**config.mk**
```make
export PLATFORM = sky130hd
export DESIGN_NAME = contiguous_first_fit_allocator
export DESIGN_NICKNAME = d
export VERILOG_FILES = /design/src/rtl/cffa_pkg.sv /design/src/rtl/contiguous_first_fit_allocator.sv /design/src/rtl/cffa_ram.sv /design/src/rtl/cffa_ctrl.sv
export SDC_FILE = /design/constraint.sdc
export NUM_CORES = 1
export LEC_CHECK = 0
export ABC_AREA = 1
export BUFFER_PORTS_ARGS = -buffer_cell sky130_fd_sc_hd__clkbuf_2
export CORE_MARGIN = 4
export CORE_UTILIZATION = 60
export CTS_BUF_LIST = sky130_fd_sc_hd__clkbuf_2 sky130_fd_sc_hd__clkbuf_4 sky130_fd_sc_hd__clkbuf_8
export DETAILED_ROUTE_END_ITERATION = 7
export MAX_ROUTING_LAYER = met4
export PLACE_DENSITY = 0.78
export SLEW_MARGIN = 10
export SYNTH_ARGS = -nofsm -noshare
export SYNTH_HDL_FRONTEND = slang
export SYNTH_SLANG_ARGS = --single-unit
```
**constraint.sdc**
```tcl
create_clock -name aclk -period 9.35 [get_ports aclk]
set_clock_uncertainty 0.2 [all_clocks]
set_input_delay 1.4025 -clock aclk [delete_from_list [all_inputs] [get_ports aclk]]
set_output_delay 1.4025 -clock aclk [all_outputs]
set_load 0.02 [all_outputs]
```
**src/rtl/cffa_pkg.sv**
```systemverilog
// Shared constants, codes and record types of the contiguous first-fit allocator.
// Depends on nothing; every other file of the block but cffa_ram imports it.
package cffa_pkg;

    localparam int MEM_CELLS   = 64;
    localparam int TABLE_SLOTS = 16;
    localparam int KEY_W       = 16;
    localparam int CELL_W      = $clog2(MEM_CELLS);
    localparam int SLOT_W      = $clog2(TABLE_SLOTS);
    localparam int LEN_W       = $clog2(MEM_CELLS + 1);
    localparam int SCAN_W      = (CELL_W > SLOT_W) ? CELL_W : SLOT_W;

    typedef enum logic [1:0] {
        OP_ALLOC   = 2'd0,
        OP_FREE    = 2'd1,
        OP_SHRINK  = 2'd2,
        OP_COMPACT = 2'd3
    } op_t;

    typedef enum logic [2:0] {
        ST_OK      = 3'd0,
        ST_NO_RUN  = 3'd1,
        ST_FULL    = 3'd2,
        ST_NO_KEY  = 3'd3,
        ST_BAD_LEN = 3'd4
    } status_t;

    typedef struct packed {
        logic [LEN_W-1:0] length;
        logic [KEY_W-1:0] key;
        op_t              op;
    } req_t;

    typedef struct packed {
        logic [SLOT_W-1:0] slot_index;
        logic [CELL_W-1:0] start_cell;
        status_t           status;
    } result_t;

    typedef struct packed {
        logic [KEY_W-1:0]  key;
        logic [CELL_W-1:0] start;
        logic [LEN_W-1:0]  length;
    } entry_t;

    localparam int REQ_W      = $bits(req_t);
    localparam int RES_W      = $bits(result_t);
    localparam int S_TDATA_W  = ((REQ_W + 7) / 8) * 8;
    localparam int M_TDATA_W  = ((RES_W + 7) / 8) * 8;

endpackage

```
**src/rtl/contiguous_first_fit_allocator.sv**
```systemverilog
// Contiguous first-fit allocator over a 64-cell store and a 16-slot entry table.
// Requests enter on the s_ channel, one result per request leaves on the m_ channel.
// Each request carries an operation: allocate, free, shrink or compact.
// A request is taken when s_tvalid and s_tready are high at a rising edge of aclk.
// The block works on one request at a time; s_tready is low while it is busy.
// Allocate scans the cell map for a free run, then marks the cells of that run.
// Free and shrink scan the table slots for the key, then release cells.
// Compact scans every table slot, then rewrites every cell of the map.
// The cell map RAM is read or written one cell per cycle.
// Results pass through an output register, so a new request is taken while a result
// still waits; a stalled m_tready holds m_tvalid and m_tdata and, once the next
// result is ready, holds the sequencer too.
// After aresetn is released a clearing pass writes every cell of the map as free;
// s_tready stays low until it ends.
// Reset empties the table and drops any pending result.
module contiguous_first_fit_allocator (
    input  logic                           aclk,
    input  logic                           aresetn,
    input  logic                           s_tvalid,
    output logic                           s_tready,
    // operation[1:0], file_key[17:2], length[24:18], zeros above.
    input  logic [cffa_pkg::S_TDATA_W-1:0] s_tdata,
    output logic                           m_tvalid,
    input  logic                           m_tready,
    // status[2:0], start_cell[8:3], slot_index[12:9], zeros above.
    output logic [cffa_pkg::M_TDATA_W-1:0] m_tdata
);
    import cffa_pkg::*;

    req_t    req;
    result_t res;
    result_t res_q_reg;
    logic    res_valid, res_ready;
    logic    m_tvalid_reg;

    assign req = req_t'(s_tdata[REQ_W-1:0]);

    cffa_ctrl u_ctrl (
        .aclk      (aclk),
        .aresetn   (aresetn),
        .req_valid (s_tvalid),
        .req_ready (s_tready),
        .req       (req),
        .res_valid (res_valid),
        .res_ready (res_ready),
        .res       (res)
    );

    assign res_ready = !m_tvalid_reg || m_tready;

    always_ff @(posedge aclk) begin
        if (!aresetn) begin
            m_tvalid_reg <= 1'b0;
        end else if (res_ready) begin
            m_tvalid_reg <= res_valid;
        end
        if (res_ready && res_valid) begin
            res_q_reg <= res;
        end
    end

    assign m_tvalid = m_tvalid_reg;
    assign m_tdata  = M_TDATA_W'(res_q_reg);

`ifndef ASSERT_OFF
    a_fail_zero: assert property (@(posedge aclk) disable iff (!aresetn)
        m_tvalid && res_q_reg.status != ST_OK |->
            res_q_reg.start_cell == '0 && res_q_reg.slot_index == '0)
        else $error("failed request reports a nonzero start or slot");

    a_one_at_a_time: assert property (@(posedge aclk) disable iff (!aresetn)
        s_tvalid && s_tready |=> !s_tready)
        else $error("second request taken while one is in progress");

    a_status_range: assert property (@(posedge aclk) disable iff (!aresetn)
        m_tvalid |-> res_q_reg.status <= ST_BAD_LEN)
        else $error("status code out of range");

    a_load_when_free: assert property (@(posedge aclk) disable iff (!aresetn)
        res_valid && !res_ready |=> res_valid)
        else $error("result dropped while output register was full");
`endif

endmodule

```
**src/rtl/cffa_ram.sv**
```systemverilog
// Generic simple dual-port RAM: one write port, one read port, registered read data.
// Depends on nothing.
module cffa_ram #(
    parameter int WIDTH = 8,
    parameter int DEPTH = 16
) (
    input  logic                     aclk,
    input  logic                     we,
    input  logic [$clog2(DEPTH)-1:0] waddr,
    input  logic [WIDTH-1:0]         wdata,
    input  logic [$clog2(DEPTH)-1:0] raddr,
    output logic [WIDTH-1:0]         rdata
);

    logic [WIDTH-1:0] mem [DEPTH];
    logic [WIDTH-1:0] rdata_reg;

    always_ff @(posedge aclk) begin
        if (we) begin
            mem[waddr] <= wdata;
        end
        rdata_reg <= mem[raddr];
    end

    assign rdata = rdata_reg;

endmodule

```
**src/rtl/cffa_ctrl.sv**
```systemverilog
// Sequencer of the allocator: owns the cell map RAM, the entry table RAM and the valid bits.
// Depends on cffa_pkg and cffa_ram.
module cffa_ctrl (
    input  logic              aclk,
    input  logic              aresetn,
    input  logic              req_valid,
    output logic              req_ready,
    input  cffa_pkg::req_t    req,
    output logic              res_valid,
    input  logic              res_ready,
    output cffa_pkg::result_t res
);
    import cffa_pkg::*;

    typedef enum logic [3:0] {
        S_CLEAR, S_IDLE, S_RUN, S_MARK, S_KEY, S_UNMARK, S_PACK, S_FILL, S_DONE
    } state_t;

    state_t              state_reg, state_next;
    op_t                 op_reg, op_next;
    logic [KEY_W-1:0]    key_reg, key_next;
    logic [LEN_W-1:0]    len_reg, len_next;
    logic [SCAN_W-1:0]   scan_reg, scan_next;
    logic                rvld_reg, rvld_next;
    logic [SCAN_W-1:0]   ridx_reg, ridx_next;
    logic [LEN_W-1:0]    run_reg, run_next;
    logic [LEN_W-1:0]    cnt_reg, cnt_next;
    logic [LEN_W-1:0]    end_reg, end_next;
    logic [SLOT_W-1:0]   slot_reg, slot_next;
    logic [CELL_W-1:0]   start_reg, start_next;
    entry_t              rec_reg, rec_next;
    logic                free_mode_reg, free_mode_next;
    logic [LEN_W-1:0]    fill_reg, fill_next;
    logic [SLOT_W-1:0]   dst_reg, dst_next;
    logic [TABLE_SLOTS-1:0] valid_reg, valid_next;
    result_t             res_reg, res_next;

    logic                cell_we, cell_wdata, cell_rdata;
    logic [CELL_W-1:0]   cell_waddr, cell_raddr;
    logic                ent_we;
    logic [SLOT_W-1:0]   ent_waddr, ent_raddr;
    entry_t              ent_wdata, ent_rdata;
    logic                free_any;
    logic [SLOT_W-1:0]   free_slot;
    logic [LEN_W-1:0]    run_n, at;
    logic [SLOT_W-1:0]   ridx_slot;

    cffa_ram #(.WIDTH(1), .DEPTH(MEM_CELLS)) u_cells (
        .aclk(aclk), .we(cell_we), .waddr(cell_waddr), .wdata(cell_wdata),
        .raddr(cell_raddr), .rdata(cell_rdata)
    );

    cffa_ram #(.WIDTH($bits(entry_t)), .DEPTH(TABLE_SLOTS)) u_entries (
        .aclk(aclk), .we(ent_we), .waddr(ent_waddr), .wdata(ent_wdata),
        .raddr(ent_raddr), .rdata(ent_rdata)
    );

    always_comb begin
        free_any  = 1'b0;
        free_slot = '0;
        for (int i = TABLE_SLOTS - 1; i >= 0; i--) begin
            if (!valid_reg[i]) begin
                free_any  = 1'b1;
                free_slot = SLOT_W'(i);
            end
        end
    end

    assign req_ready = (state_reg == S_IDLE);
    assign res_valid = (state_reg == S_DONE);
    assign res       = res_reg;
    assign ridx_slot = ridx_reg[SLOT_W-1:0];
    assign run_n     = cell_rdata ? '0 : run_reg + LEN_W'(1);
    assign at        = LEN_W'(ridx_reg) + LEN_W'(1) - len_reg;

    // A pack writes each moved record only to a slot at or below the one it was read from,
    // so no record of the table is overwritten before it has been read.
    always_comb begin
        state_next     = state_reg;
        op_next        = op_reg;
        key_next       = key_reg;
        len_next       = len_reg;
        scan_next      = scan_reg;
        rvld_next      = 1'b0;
        ridx_next      = scan_reg;
        run_next       = run_reg;
        cnt_next       = cnt_reg;
        end_next       = end_reg;
        slot_next      = slot_reg;
        start_next     = start_reg;
        rec_next       = rec_reg;
        free_mode_next = free_mode_reg;
        fill_next      = fill_reg;
        dst_next       = dst_reg;
        valid_next     = valid_reg;
        res_next       = res_reg;
        cell_we        = 1'b0;
        cell_waddr     = cnt_reg[CELL_W-1:0];
        cell_wdata     = 1'b0;
        cell_raddr     = scan_reg[CELL_W-1:0];
        ent_we         = 1'b0;
        ent_waddr      = slot_reg;
        ent_wdata      = rec_reg;
        ent_raddr      = scan_reg[SLOT_W-1:0];

        case (state_reg)
            S_CLEAR: begin
                cell_we  = 1'b1;
                cnt_next = cnt_reg + LEN_W'(1);
                if (cnt_reg == LEN_W'(MEM_CELLS - 1)) begin
                    state_next = S_IDLE;
                end
            end
            S_IDLE: begin
                if (req_valid) begin
                    op_next   = req.op;
                    key_next  = req.key;
                    len_next  = req.length;
                    scan_next = '0;
                    run_next  = '0;
                    dst_next  = '0;
                    fill_next = '0;
                    case (req.op)
                        OP_ALLOC: begin
                            if (req.length == '0 || req.length > LEN_W'(MEM_CELLS)) begin
                                res_next   = '{slot_index: '0, start_cell: '0,
                                               status: ST_BAD_LEN};
                                state_next = S_DONE;
                            end else if (!free_any) begin
                                res_next   = '{slot_index: '0, start_cell: '0,
                                               status: ST_FULL};
                                state_next = S_DONE;
                            end else begin
                                slot_next  = free_slot;
                                state_next = S_RUN;
                            end
                        end
                        OP_FREE, OP_SHRINK: begin
                            state_next = S_KEY;
                        end
                        OP_COMPACT: begin
                            state_next = S_PACK;
                        end
                        default: begin
                            state_next = S_IDLE;
                        end
                    endcase
                end
            end
            S_RUN: begin
                rvld_next = 1'b1;
                scan_next = scan_reg + SCAN_W'(1);
                if (rvld_reg) begin
                    run_next = run_n;
                    if (run_n == len_reg) begin
                        rvld_next  = 1'b0;
                        cnt_next   = at;
                        end_next   = at + len_reg;
                        start_next = at[CELL_W-1:0];
                        state_next = S_MARK;
                    end else if (ridx_reg == SCAN_W'(MEM_CELLS - 1)) begin
                        rvld_next  = 1'b0;
                        res_next   = '{slot_index: '0, start_cell: '0, status: ST_NO_RUN};
                        state_next = S_DONE;
                    end
                end
            end
            S_MARK: begin
                cell_we    = 1'b1;
                cell_wdata = 1'b1;
                cnt_next   = cnt_reg + LEN_W'(1);
                if (cnt_reg + LEN_W'(1) == end_reg) begin
                    ent_we               = 1'b1;
                    ent_wdata            = '{key: key_reg, start: start_reg, length: len_reg};
                    valid_next[slot_reg] = 1'b1;
                    res_next   = '{slot_index: slot_reg, start_cell: start_reg, status: ST_OK};
                    state_next = S_DONE;
                end
            end
            S_KEY: begin
                rvld_next = 1'b1;
                scan_next = scan_reg + SCAN_W'(1);
                if (rvld_reg) begin
                    if (valid_reg[ridx_slot] && ent_rdata.key == key_reg) begin
                        rvld_next  = 1'b0;
                        rec_next   = ent_rdata;
                        slot_next  = ridx_slot;
                        start_next = ent_rdata.start;
                        if (op_reg == OP_FREE || len_reg == '0) begin
                            free_mode_next = 1'b1;
                            cnt_next       = LEN_W'(ent_rdata.start);
                            end_next       = LEN_W'(ent_rdata.start) + ent_rdata.length;
                            state_next     = S_UNMARK;
                        end else if (len_reg > ent_rdata.length) begin
                            res_next   = '{slot_index: '0, start_cell: '0,
                                           status: ST_BAD_LEN};
                            state_next = S_DONE;
                        end else if (len_reg == ent_rdata.length) begin
                            res_next   = '{slot_index: ridx_slot,
                                           start_cell: ent_rdata.start, status: ST_OK};
                            state_next = S_DONE;
                        end else begin
                            free_mode_next  = 1'b0;
                            cnt_next        = LEN_W'(ent_rdata.start) + len_reg;
                            end_next        = LEN_W'(ent_rdata.start) + ent_rdata.length;
                            rec_next.length = len_reg;
                            state_next      = S_UNMARK;
                        end
                    end else if (ridx_reg == SCAN_W'(TABLE_SLOTS - 1)) begin
                        rvld_next  = 1'b0;
                        res_next   = '{slot_index: '0, start_cell: '0, status: ST_NO_KEY};
                        state_next = S_DONE;
                    end
                end
            end
            S_UNMARK: begin
                cell_we  = 1'b1;
                cnt_next = cnt_reg + LEN_W'(1);
                if (cnt_reg + LEN_W'(1) == end_reg) begin
                    if (free_mode_reg) begin
                        valid_next[slot_reg] = 1'b0;
                    end else begin
                        ent_we = 1'b1;
                    end
                    res_next   = '{slot_index: slot_reg, start_cell: start_reg, status: ST_OK};
                    state_next = S_DONE;
                end
            end
            S_PACK: begin
                rvld_next = 1'b1;
                scan_next = scan_reg + SCAN_W'(1);
                if (rvld_reg) begin
                    if (valid_reg[ridx_slot]) begin
                        ent_we                = 1'b1;
                        ent_waddr             = dst_reg;
                        ent_wdata             = '{key: ent_rdata.key,
                                                  start: fill_reg[CELL_W-1:0],
                                                  length: ent_rdata.length};
                        valid_next[ridx_slot] = 1'b0;
                        valid_next[dst_reg]   = 1'b1;
                        dst_next              = dst_reg + SLOT_W'(1);
                        fill_next             = fill_reg + ent_rdata.length;
                    end
                    if (ridx_reg == SCAN_W'(TABLE_SLOTS - 1)) begin
                        rvld_next  = 1'b0;
                        cnt_next   = '0;
                        state_next = S_FILL;
                    end
                end
            end
            S_FILL: begin
                cell_we    = 1'b1;
                cell_wdata = (cnt_reg < fill_reg);
                cnt_next   = cnt_reg + LEN_W'(1);
                if (cnt_reg == LEN_W'(MEM_CELLS - 1)) begin
                    res_next   = '{slot_index: '0, start_cell: '0, status: ST_OK};
                    state_next = S_DONE;
                end
            end
            S_DONE: begin
                if (res_ready) begin
                    state_next = S_IDLE;
                end
            end
            default: begin
                state_next = S_IDLE;
            end
        endcase
    end

    always_ff @(posedge aclk) begin
        if (!aresetn) begin
            state_reg <= S_CLEAR;
            cnt_reg   <= '0;
            rvld_reg  <= 1'b0;
            valid_reg <= '0;
        end else begin
            state_reg <= state_next;
            cnt_reg   <= cnt_next;
            rvld_reg  <= rvld_next;
            valid_reg <= valid_next;
        end
        op_reg        <= op_next;
        key_reg       <= key_next;
        len_reg       <= len_next;
        scan_reg      <= scan_next;
        ridx_reg      <= ridx_next;
        run_reg       <= run_next;
        end_reg       <= end_next;
        slot_reg      <= slot_next;
        start_reg     <= start_next;
        rec_reg       <= rec_next;
        free_mode_reg <= free_mode_next;
        fill_reg      <= fill_next;
        dst_reg       <= dst_next;
        res_reg       <= res_next;
    end

endmodule

```
# Word level (Yosys, flattened, before mapping)
# Memory sizes are Yosys's and may differ from the RTL's. A register that Yosys moved wholly into a read port is not among the register bits.
# Index checks and enable logic that the tools add are counted.
[classes]
n_addsub = 10
n_eq_ne = 48
n_reduce_logical = 38
mux = 157
bitwise = 6
n_lt_le_gt_ge = 9
[ops]
columns = ["op", "n"]
rows = [
  ["$mux W13", 15],
  ["$mux W4", 46],
  ["$mux W7", 24],
  ["$mux W29", 3],
  ["$mux W16", 5],
  ["$pmux W13 S5", 1],
  ["$pmux W29 S2", 1],
  ["$pmux W16 S3", 1],
  ["$pmux W7 S2", 3],
  ["$mux W1", 39],
  ["$ne A2 B1 Y1 const B", 19],
  ["$and A16 B16 Y16", 2],
  ["$not A16 Y16", 2],
  ["$or A16 B16 Y16", 2],
  ["$pmux W4 S8", 1],
  ["$mux W6", 5],
  ["$pmux W7 S4", 1],
  ["$pmux W6 S2", 2],
  ["$eq A7 B7 Y1", 3],
  ["$eq A16 B16 Y1", 1],
  ["$eq A4 B3 Y1 const B", 4],
  ["$pmux W4 S2", 2],
  ["$lt A4 B5 Y1 const B", 3],
  ["$add A6 B7 Y7", 2],
  ["other kinds (50)", 81],
]
[totals]
word_cells = 296
out_inout_bits = 18
regBits = 157
n_memories = 2
in_bits = 36
mem_bits_rw = 528
[mem_list]
columns = ["name", "depth", "word_bits", "rd", "rd_clocked_by_memory_dff", "write_ports", "line_no", "text"]
rows = [
  ["u_ctrl.u_entries.mem", 16, 29, 1, 1, 1, "cffa_ram.sv:15", "logic [WIDTH-1:0] mem [DEPTH];"],
  ["u_ctrl.u_cells.mem", 64, 1, 1, 1, 1, "cffa_ram.sv:15", ""],
]

# Logic depth before layout (Yosys ltp)
# Gate-level depths: netlist (run 1).
[logic_depth]
word_depth = 21
mapped_depth = 18

# Cells and area by module
# From an unflattened synthesis (run 1), not the netlist that was laid out.
[hier_totals]
cells_unflattened = 3581
hier_area_um2 = 34114.0
[by_module_without_submodules]
columns = ["module", "cells_per_inst", "seq_area_each_um2", "area_each_um2", "n_inst"]
rows = [
  ["cffa_ram at u_ctrl.u_entries", 1924, 14513.9, 20602.3, 1],
  ["cffa_ctrl", 1309, 3953.8, 9978.3, 1],
  ["cffa_ram at u_ctrl.u_cells", 324, 1941.9, 3065.4, 1],
  ["contiguous_first_fit_allocator", 24, 410.4, 467.9, 1],
]

# Least setup slack after synthesis (run 1)
# No wires, ideal clock.
[synth_path]
path_kind = "reg2reg"
startpoint = "register u_ctrl.cnt_reg[2]"
endpoint = "memory u_ctrl.u_cells.mem[0], data pin"
arrival_ns = 3.749
period_less_slack_ns = 4.650
path_buffers = 0
setup_slack_ns = 4.700
path_stages_with_launch = 8
cell_sequence = "dfxtp_1 ha_1 a21oi_1 nand2_1 a21o_1 a21oi_1 o211ai_1 o21ai_0"
[synth_between]
elab_chain_cells = 2
[synth_lines]
columns = ["item", "line_no", "text"]
rows = [
  ["from (decl)", "cffa_ctrl.sv:27", "logic [LEN_W-1:0] cnt_reg, cnt_next;"],
  ["from (signal assigned)", "cffa_ctrl.sv:279", "cnt_reg <= cnt_next;"],
  ["$lt A7 B7 Y1", "cffa_ctrl.sv:253", "cell_wdata = (cnt_reg < fill_reg);"],
  ["$pmux W1 S2", "cffa_ctrl.sv:106", "case (state_reg)"],
  ["net u_ctrl.cell_wdata", "cffa_ctrl.sv:38", "logic cell_we, cell_wdata, cell_rdata;"],
  ["to (decl)", "cffa_ram.sv:15", ""],
]
# The timed path passes the listed nets, and every way through them passes these cells.

# Worst setup path after layout (run 1)
[layout_path]
startpoint = "register u_ctrl.ridx_reg[0]"
endpoint = "memory u_ctrl.u_entries.mem[10][3] (netlist bit), enable pin"
[layout_between]
elab_chain_cells = 7
word_cells_on_any_way = 10
classes_between = "mux (10)"
[layout_lines]
columns = ["item", "line_no", "text"]
rows = [
  ["from (decl)", "cffa_ctrl.sv:25", "logic [SCAN_W-1:0] ridx_reg, ridx_next;"],
  ["from (signal assigned)", "cffa_ctrl.sv:287", "ridx_reg <= ridx_next;"],
  ["$bmux W1 S4 *", "cffa_ctrl.sv:233", "if (valid_reg[ridx_slot]) begin"],
  ["$mux W1 (implied by the code) *", "cffa_ctrl.sv:233", ""],
  ["$mux W1", "cffa_ctrl.sv:233", ""],
  ["$mux W1", "cffa_ctrl.sv:232", "if (rvld_reg) begin"],
  ["$pmux W1 S3", "cffa_ctrl.sv:106", ""],
  ["$mux W1", "cffa_ram.sv:19", "if (we) begin"],
  ["$mux W1 (implied by the code)", "cffa_ram.sv:20", "mem[waddr] <= wdata;"],
  ["to (decl)", "cffa_ram.sv:15", ""],
]
# Mark *: on every way between the ends. The rest lies on a longest branch, timed or not. The select of a mux whose other input is x is not followed.

==> flow_metrics.py, run 1 <==
metrics = {
    "setup_path": {
        "max_stage_delay_ns": 0.78,
        "cpMaxStageDelayCell": "o21ai_0",
        "start_kind": "flip-flop",
        "regToRegSetupSlack_ns": 4.29,
        "crit_family": "simple AND/OR/NAND/NOR gates",
        "cp_data_required_time_ns": 9.51,
        "crit_path_frequent_cell": "nand2_1",
        "critical_path_class": "flip-flop to flip-flop",
        "end_kind": "flip-flop",
        "cp_max_fo": 22,
        "crit_chain": "nand2_1 > nand2_1 > nand2_1 > nand2_1 > nand2_1 > nand2_1 > nor2_1 > nor2_1 > nand2_1 > o21ai_0 > nand2_1 > inv_1 > nand2_1 > nor2_4 > buf_4",
        "crit_buf_inv": 2,
        "worstPathArrival_ns": 5.22,
    },
    "layout": {
        "area_growth_pct": 10.8,
        "nets": 3055,
        "top_register": "u_ctrl.u_entries.mem",
        "largest_reg_flops": 464,
        "reg_top3": "u_ctrl.u_entries.mem (464), u_ctrl.u_cells.mem (64)",
        "diodes": 0,
        "drive_above_1_share": 0.105,
    },
    "power": {
        "pwr-share-seq": 0.491,
        "p_switching_mw": 2.06,
        "ir_drop_uv": 189,
        "p_int_mw": 5.45,
        "power_frac_comb": 0.140,
        "pwr-share-clk": 0.369,
        "swShare": 0.274,
        "leakage_nw": 12.4,
        "finalPower_mw": 7.51,
        "p_per_area_nw_per_um2": 216,
    },
    "outcome": {
        "status": "completed",
    },
    "timing": {
        "worst_pin_slew_ns": 1.20,
        "setup_violations": 0,
        "rsz0062_at_grt": "no",
        "fin_tns_setup_ns": 0,
        "hold_slack_ns": 0.209,
        "slew_headroom": 0.198,
        "fin_crit_ns": 5.06,
        "fmax_mhz": 198,
        "period_share": 0.541,
        "maxSlewViolCount": 0,
        "report.final.hold_viol_count": 0,
    },
    "die": {
        "core-area_sq_um": 51600,
        "initial_utilization": 0.609,
        "fp.dieW_um": 237,
        "ios": 54,
        "die_h_um": 237,
        "rows": 83,
        "die-area_sq_um": 56100,
    },
    "clock_tree": {
        "clk_pin_slew_ns": 0.06,
        "htreeDepth": 3,
        "cts-buffers-inserted": 109,
        "root_buffer": "clkbuf_8",
        "clockBufferDepth": 3,
        "cts_resized": 0,
        "cts.sinks": 715,
        "cts_tree": "built",
        "cts_setup_buffers": 0,
        "insertion_delay_ns": 0.72,
        "hold_buffers": 0,
    },
    "global_route": {
        "antenna_found_initial": 0,
        "first_global_vias": 22515,
        "grt_use_total": 0.300,
        "grt_overflow": 0,
        "grt_pass1_wl_mm": 127,
        "grt_max_degree": 103,
    },
    "synth": {
        "synth-seq-area-share": 0.662,
        "synthArstFlopShare": 0,
        "ys.flop_type": "edfxtp_1",
        "synth_area_sq_um": 31400,
        "yosys_warnings": 0,
        "avgSynthCellArea_sq_um": 10.8,
        "synth.distinct_cells": 45,
        "yosys_register_bits": 715,
        "syn_inst": 2909,
        "synth-edff-count": 650,
    },
    "job": {
        "cap_violations": 0,
    },
    "route": {
        "wirelength_mm": 83.6,
        "vias_per_cell": 6.22,
        "first_pass_iters": 6,
        "drc": 0,
        "post_drt_wl_per_cell_um": 22.4,
        "drtIter0Drc": 2702,
        "drt.antenna.violating_nets": 0,
        "vias": 23205,
    },
    "placed_design": {
        "hpwl_mm": 49.2,
        "gp_congestion": 0.983,
        "portBuffers": 43,
    },
    "worst_hold_path": {
        "worst_hold_path_type": "flip-flop to flip-flop",
    },
}
-- worst paths after layout --
kind,end,cells after the start,start
worst max register to register,u_ctrl.u_entries.mem[10][3]$_DFFE_PP_,15,u_ctrl.ridx_reg[0]$_DFF_P_
worst min register to register,m_tdata[10]$_DFFE_PP_,0,u_ctrl.res[10]$_DFFE_PP_
worst max-delay path,u_ctrl.u_entries.mem[10][3]$_DFFE_PP_,15,u_ctrl.ridx_reg[0]$_DFF_P_
worst min-delay path,m_tdata[10]$_DFFE_PP_,0,u_ctrl.res[10]$_DFFE_PP_
-- metrics by stage --
stage,utilization,setup WS [ns],area [sq um],instances
after floorplan,-,4.70,31400,2911
after global placement,0.627,4.52,32400,3523
after detailed placement,0.627,4.48,32400,3523
after CTS,0.673,4.44,34800,3726
after global routing,0.674,4.02,34800,3731
final,0.674,4.29,34800,3731
-- cell usage in the layout, fill, tap and decap left out, types with 21 or more instances in the layout --
master      n
clkbuf_2   43
o221ai_1   51
o22ai_1    85
o211ai_1   32
buf_4      40
nand4_1    30
nor2_1    475
dfxtp_1    65
nand3_1   129
clkbuf_4   42
clkbuf_8  127
edfxtp_1  650
inv_1     137
a21oi_1    39
o21ai_0   412
nand2_1   459
ha_1       55
xnor2_1    21
-- synth_stat cells, types with 4 or more instances --
cell,n,area (sq um)
o21bai_1,4,30.0
o211ai_1,32,240
o221ai_1,51,447
o22ai_1,85,532
xor2_1,14,123
nor2_1,496,1860
nand4_1,30,188
clkbuf_1,125,469
inv_1,139,522
nand2_1,459,1720
fa_1,5,100
o21ai_1,4,20.0
nand3_1,129,646
clkinv_1,6,22.5
ha_1,55,688
buf_4,5,37.5
dfxtp_1,65,1300
xnor2_1,21,184
buf_2,12,60.1
nand3b_1,18,135
inv_2,9,33.8
o21ai_0,413,2070
nor3_1,12,60.1
a21oi_1,39,195
edfxtp_1,650,19500
-- layer usage --
| layer | routed length (um) | GRT usage |
|---|---|---|
| met1 | 31000 | 0.380 |
| met5 | 0 | - |
| met4 | 4310 | 0.141 |
| met3 | 7960 | 0.0444 |
| met2 | 40300 | 0.485 |
-- power by group through the flow --
stage	Combinational (mW)	Sequential [mW]	Clock, mW
2_1_floorplan	0.744	3.69	0
3_3_place_gp	0.994	3.74	0
3_5_place_dp	1.03	3.75	0
4_1_cts	1.03	3.68	2.79
5_1_grt	1.16	3.69	2.96
6_report	1.05	3.68	2.77
-- cells by family after synthesis --
kind of cell	synth area share
flops	0.662
fa+ha+maj	0.0251
buf+inv	0.0373
compound gates	0.117
xor+xnor	0.00975
other cells	0.000119
simple gates	0.149
-- worst reg2reg max path, cell delays in order, from the launching register on --
cell and delay, ns:
dfxtp_1 0.72, nand2_1 0.11, nand2_1 0.09, nand2_1 0.05
nand2_1 0.08, nand2_1 0.05, nand2_1 0.17, nor2_1 0.11
nor2_1 0.23, nand2_1 0.61, o21ai_0 0.79, nand2_1 0.11
inv_1 0.10, nand2_1 0.23, nor2_4 0.60, buf_4 0.48
-- area by class of cell --
cell class	instances	area (sq um)
clock inverter	34	337
tap	680	851
clock buffer	169	2060
timing repair buffer	84	543
multi-input combinational	1895	9610
sequential	715	20800
fill	3658	16800
inverter	154	584
No activity file was read; power rests on OpenSTA's default activity.
==> run 2, diff against run 1 <==
ABC_AREA = 0   (was 1)
CORE_UTILIZATION = 59   (was 60)
PLACE_DENSITY = 0.8   (was 0.78)
clock period = 4.4 ns   (was 9.35 ns; I/O delays follow)
==> run 2 against run 1 <==
Against the previous run:
- non-clock buffer count grew 40
- register-to-register slack lost 3.9 ns
- fmax grew 27%
- utilization shrank 0.23 points
- critical endpoint is now u_ctrl.u_entries.mem[15][2]$_DFFE_PP_
- largest cell class unchanged
- largest power group unchanged
==> flow_metrics.py, run 2 <==
metrics = {
    "route": {
        "vias": 17923,
        "wirelength_mm": 74.5,
        "vias_per_cell": 6.51,
        "first_pass_iters": 8,
        "drc": 0,
        "drtIter0Drc": 2225,
        "post_drt_wl_per_cell_um": 27.1,
        "drt.antenna.violating_nets": 0,
    },
    "synth": {
        "synth_common_cells": "edfxtp_1 (650), mux4_2 (170), nor2_1 (156), nand2_1 (92), a21oi_1 (79)",
        "yosysMostFrequentCell": "edfxtp_1",
        "synth_top_cell_area_share": 0.641,
        "synth-seq-area-share": 0.684,
        "yosys_register_bits": 715,
        "synth-edff-count": 650,
        "yosys_warnings": 0,
        "avgSynthCellArea_sq_um": 16.6,
        "ys.flop_type": "edfxtp_1",
        "synth_area_sq_um": 30500,
        "netlist.top_cell.by_area": "edfxtp_1",
        "synthTopCellsByArea": "edfxtp_1 (64%), mux4_2 (13%), dfxtp_1 (4.3%)",
        "synthArstFlopShare": 0,
        "synth.distinct_cells": 63,
        "syn_inst": 1839,
    },
    "timing": {
        "fin_tns_setup_ns": 0,
        "report.final.hold_viol_count": 0,
        "period_share": 0.907,
        "worst_pin_slew_ns": 1.25,
        "hold_slack_ns": 0.150,
        "fmax_mhz": 251,
        "setup_violations": 0,
        "slew_headroom": 0.167,
        "fin_crit_ns": 3.99,
        "rsz0062_at_grt": "no",
        "maxSlewViolCount": 0,
    },
    "clock_tree": {
        "clk_pin_slew_ns": 0.06,
        "root_buffer": "clkbuf_8",
        "htreeDepth": 3,
        "cts-buffers-inserted": 107,
        "hold_buffers": 26,
        "insertion_delay_ns": 0.71,
        "cts_tree": "built",
        "clockBufferDepth": 3,
        "cts.sinks": 715,
        "cts_resized": 0,
        "cts_setup_buffers": 0,
    },
    "outcome": {
        "status": "completed",
    },
    "layout": {
        "area_growth_pct": 13.0,
        "fill_cells": 3220,
        "largest_reg_flops": 464,
        "reg_top3": "u_ctrl.u_entries.mem (464), u_ctrl.u_cells.mem (64)",
        "top_register": "u_ctrl.u_entries.mem",
        "layout_common_cells": "edfxtp_1 (650), mux4_2 (170), nor2_1 (138), clkbuf_8 (123), nand2_1 (92)",
        "diodes": 0,
        "final_common_cell": "edfxtp_1",
        "nets": 2077,
        "drive_above_1_share": 0.235,
    },
    "setup_path": {
        "worstPathArrival_ns": 4.21,
        "crit_buf_inv": 2,
        "start_kind": "flip-flop",
        "critical_path_class": "flip-flop to flip-flop",
        "crit_path_frequent_cell": "buf_4",
        "cp_data_required_time_ns": 4.62,
        "crit_family": "multiplexers",
        "cp_max_fo": 31,
        "cpMaxStageDelayCell": "dfxtp_1",
        "max_stage_delay_ns": 0.90,
        "crit_chain": "mux4_2 > mux2i_1 > mux2_2 > nor2_4 > buf_4 > nor2_2 > buf_4 > a21o_1",
        "end_kind": "flip-flop",
    },
    "placed_design": {
        "gp_congestion": 0.965,
        "hpwl_mm": 42.2,
        "portBuffers": 43,
    },
    "global_route": {
        "grt_pass1_wl_mm": 112,
        "grt_use_total": 0.277,
        "grt_max_degree": 109,
        "first_global_vias": 17936,
        "grt_overflow": 0,
        "antenna_found_initial": 1,
    },
    "power": {
        "finalPower_mw": 19.5,
        "leakage_nw": 11.6,
        "p_per_area_nw_per_um2": 566,
        "ir_drop_uv": 328,
    },
    "die": {
        "core-area_sq_um": 51200,
        "die-area_sq_um": 55300,
        "initial_utilization": 0.595,
        "die_h_um": 235,
        "rows": 83,
        "ios": 54,
        "fp.dieW_um": 235,
    },
    "job": {
        "cap_violations": 0,
    },
    "worst_hold_path": {
        "worst_hold_path_type": "input port to flip-flop",
    },
}
[run 2: changes by cell type in the layout (fill, tap and decap cells not counted), moves of 46 or more]
cell      previous run  this run
a21o_1               3        49
inv_1              137        44
mux4_2               0       170
nand2_1            459        92
nand3_1            129        21
nor2_1             475       138
o21ai_0            412        50
o221ai_1            51         0
o22ai_1             85        21
[run 2: cell families (layout without fill, tap and decap cells)]
family,count (synthesis),in the layout,synth area share
other cells,1,3,0.000123
compound gates,315,315,0.0690
flops,715,715,0.684
fa+ha+maj,60,60,0.0259
xor+xnor,70,70,0.0219
buf+inv,138,369,0.0181
simple gates,365,365,0.0539
mux,175,175,0.127
[run 2: final timing paths]
kind                            slack [ns]                  startpoint                                     to  cells past startpoint
worst max-delay path                  0.41  u_ctrl.ridx_reg[0]$_DFF_P_  u_ctrl.u_entries.mem[15][2]$_DFFE_PP_                      8
worst min register to register        0.21    u_ctrl.res[10]$_DFFE_PP_                  m_tdata[10]$_DFFE_PP_                      0
worst max register to register        0.41  u_ctrl.ridx_reg[0]$_DFF_P_  u_ctrl.u_entries.mem[15][2]$_DFFE_PP_                      8
worst min-delay path                  0.15                    m_tready                  m_tvalid$_SDFFE_PN0P_                      4
[run 2: tightest hold or removal path, stage by stage]
cell	delay, ns
clkbuf_2	0.07
nor2b_1	0.08
nor2_1	0.13
nor2_1	0.05
[run 2: area by class of cell]
class                      instances  area, sq um  share of cell area
clock buffer                     155         1930              0.0562
clock inverter                    45          344              0.0100
inverter                          45          169             0.00491
multi-input combinational        988         9260               0.269
sequential                       715        20800               0.605
tap                              680          851              0.0247
timing repair buffer             124         1040              0.0302
[run 2: through the flow]
step	cell area, sq um	setup WS (ns)	utilization	instances
after floorplan	30500	0.321	-	1841
after global placement	31900	0.589	0.623	2526
after detailed placement	31900	0.508	0.623	2526
after CTS	34400	0.501	0.672	2752
after global routing	34400	0.317	0.672	2752
final	34400	0.410	0.672	2752
[run 2: per-layer routing]
layer	wire length (um)	track usage	up-vias
met5	0	-	-
met4	2470	0.0988	0
met3	7460	0.0496	143
met2	36600	0.432	1078
met1	28000	0.375	9120
li1	-	-	7582
[run 2: power by group]
| part | total (mW) | internal (mW) | leakage, nW | switching [mW] |
|---|---|---|---|---|
| sequential | 8.49 | 7.87 | 6.38 | 0.626 |
| clock | 5.66 | 3.08 | 1.21 | 2.58 |
| combinational | 5.34 | 2.47 | 4.00 | 2.87 |
| total | 19.5 | 13.4 | 11.6 | 6.07 |
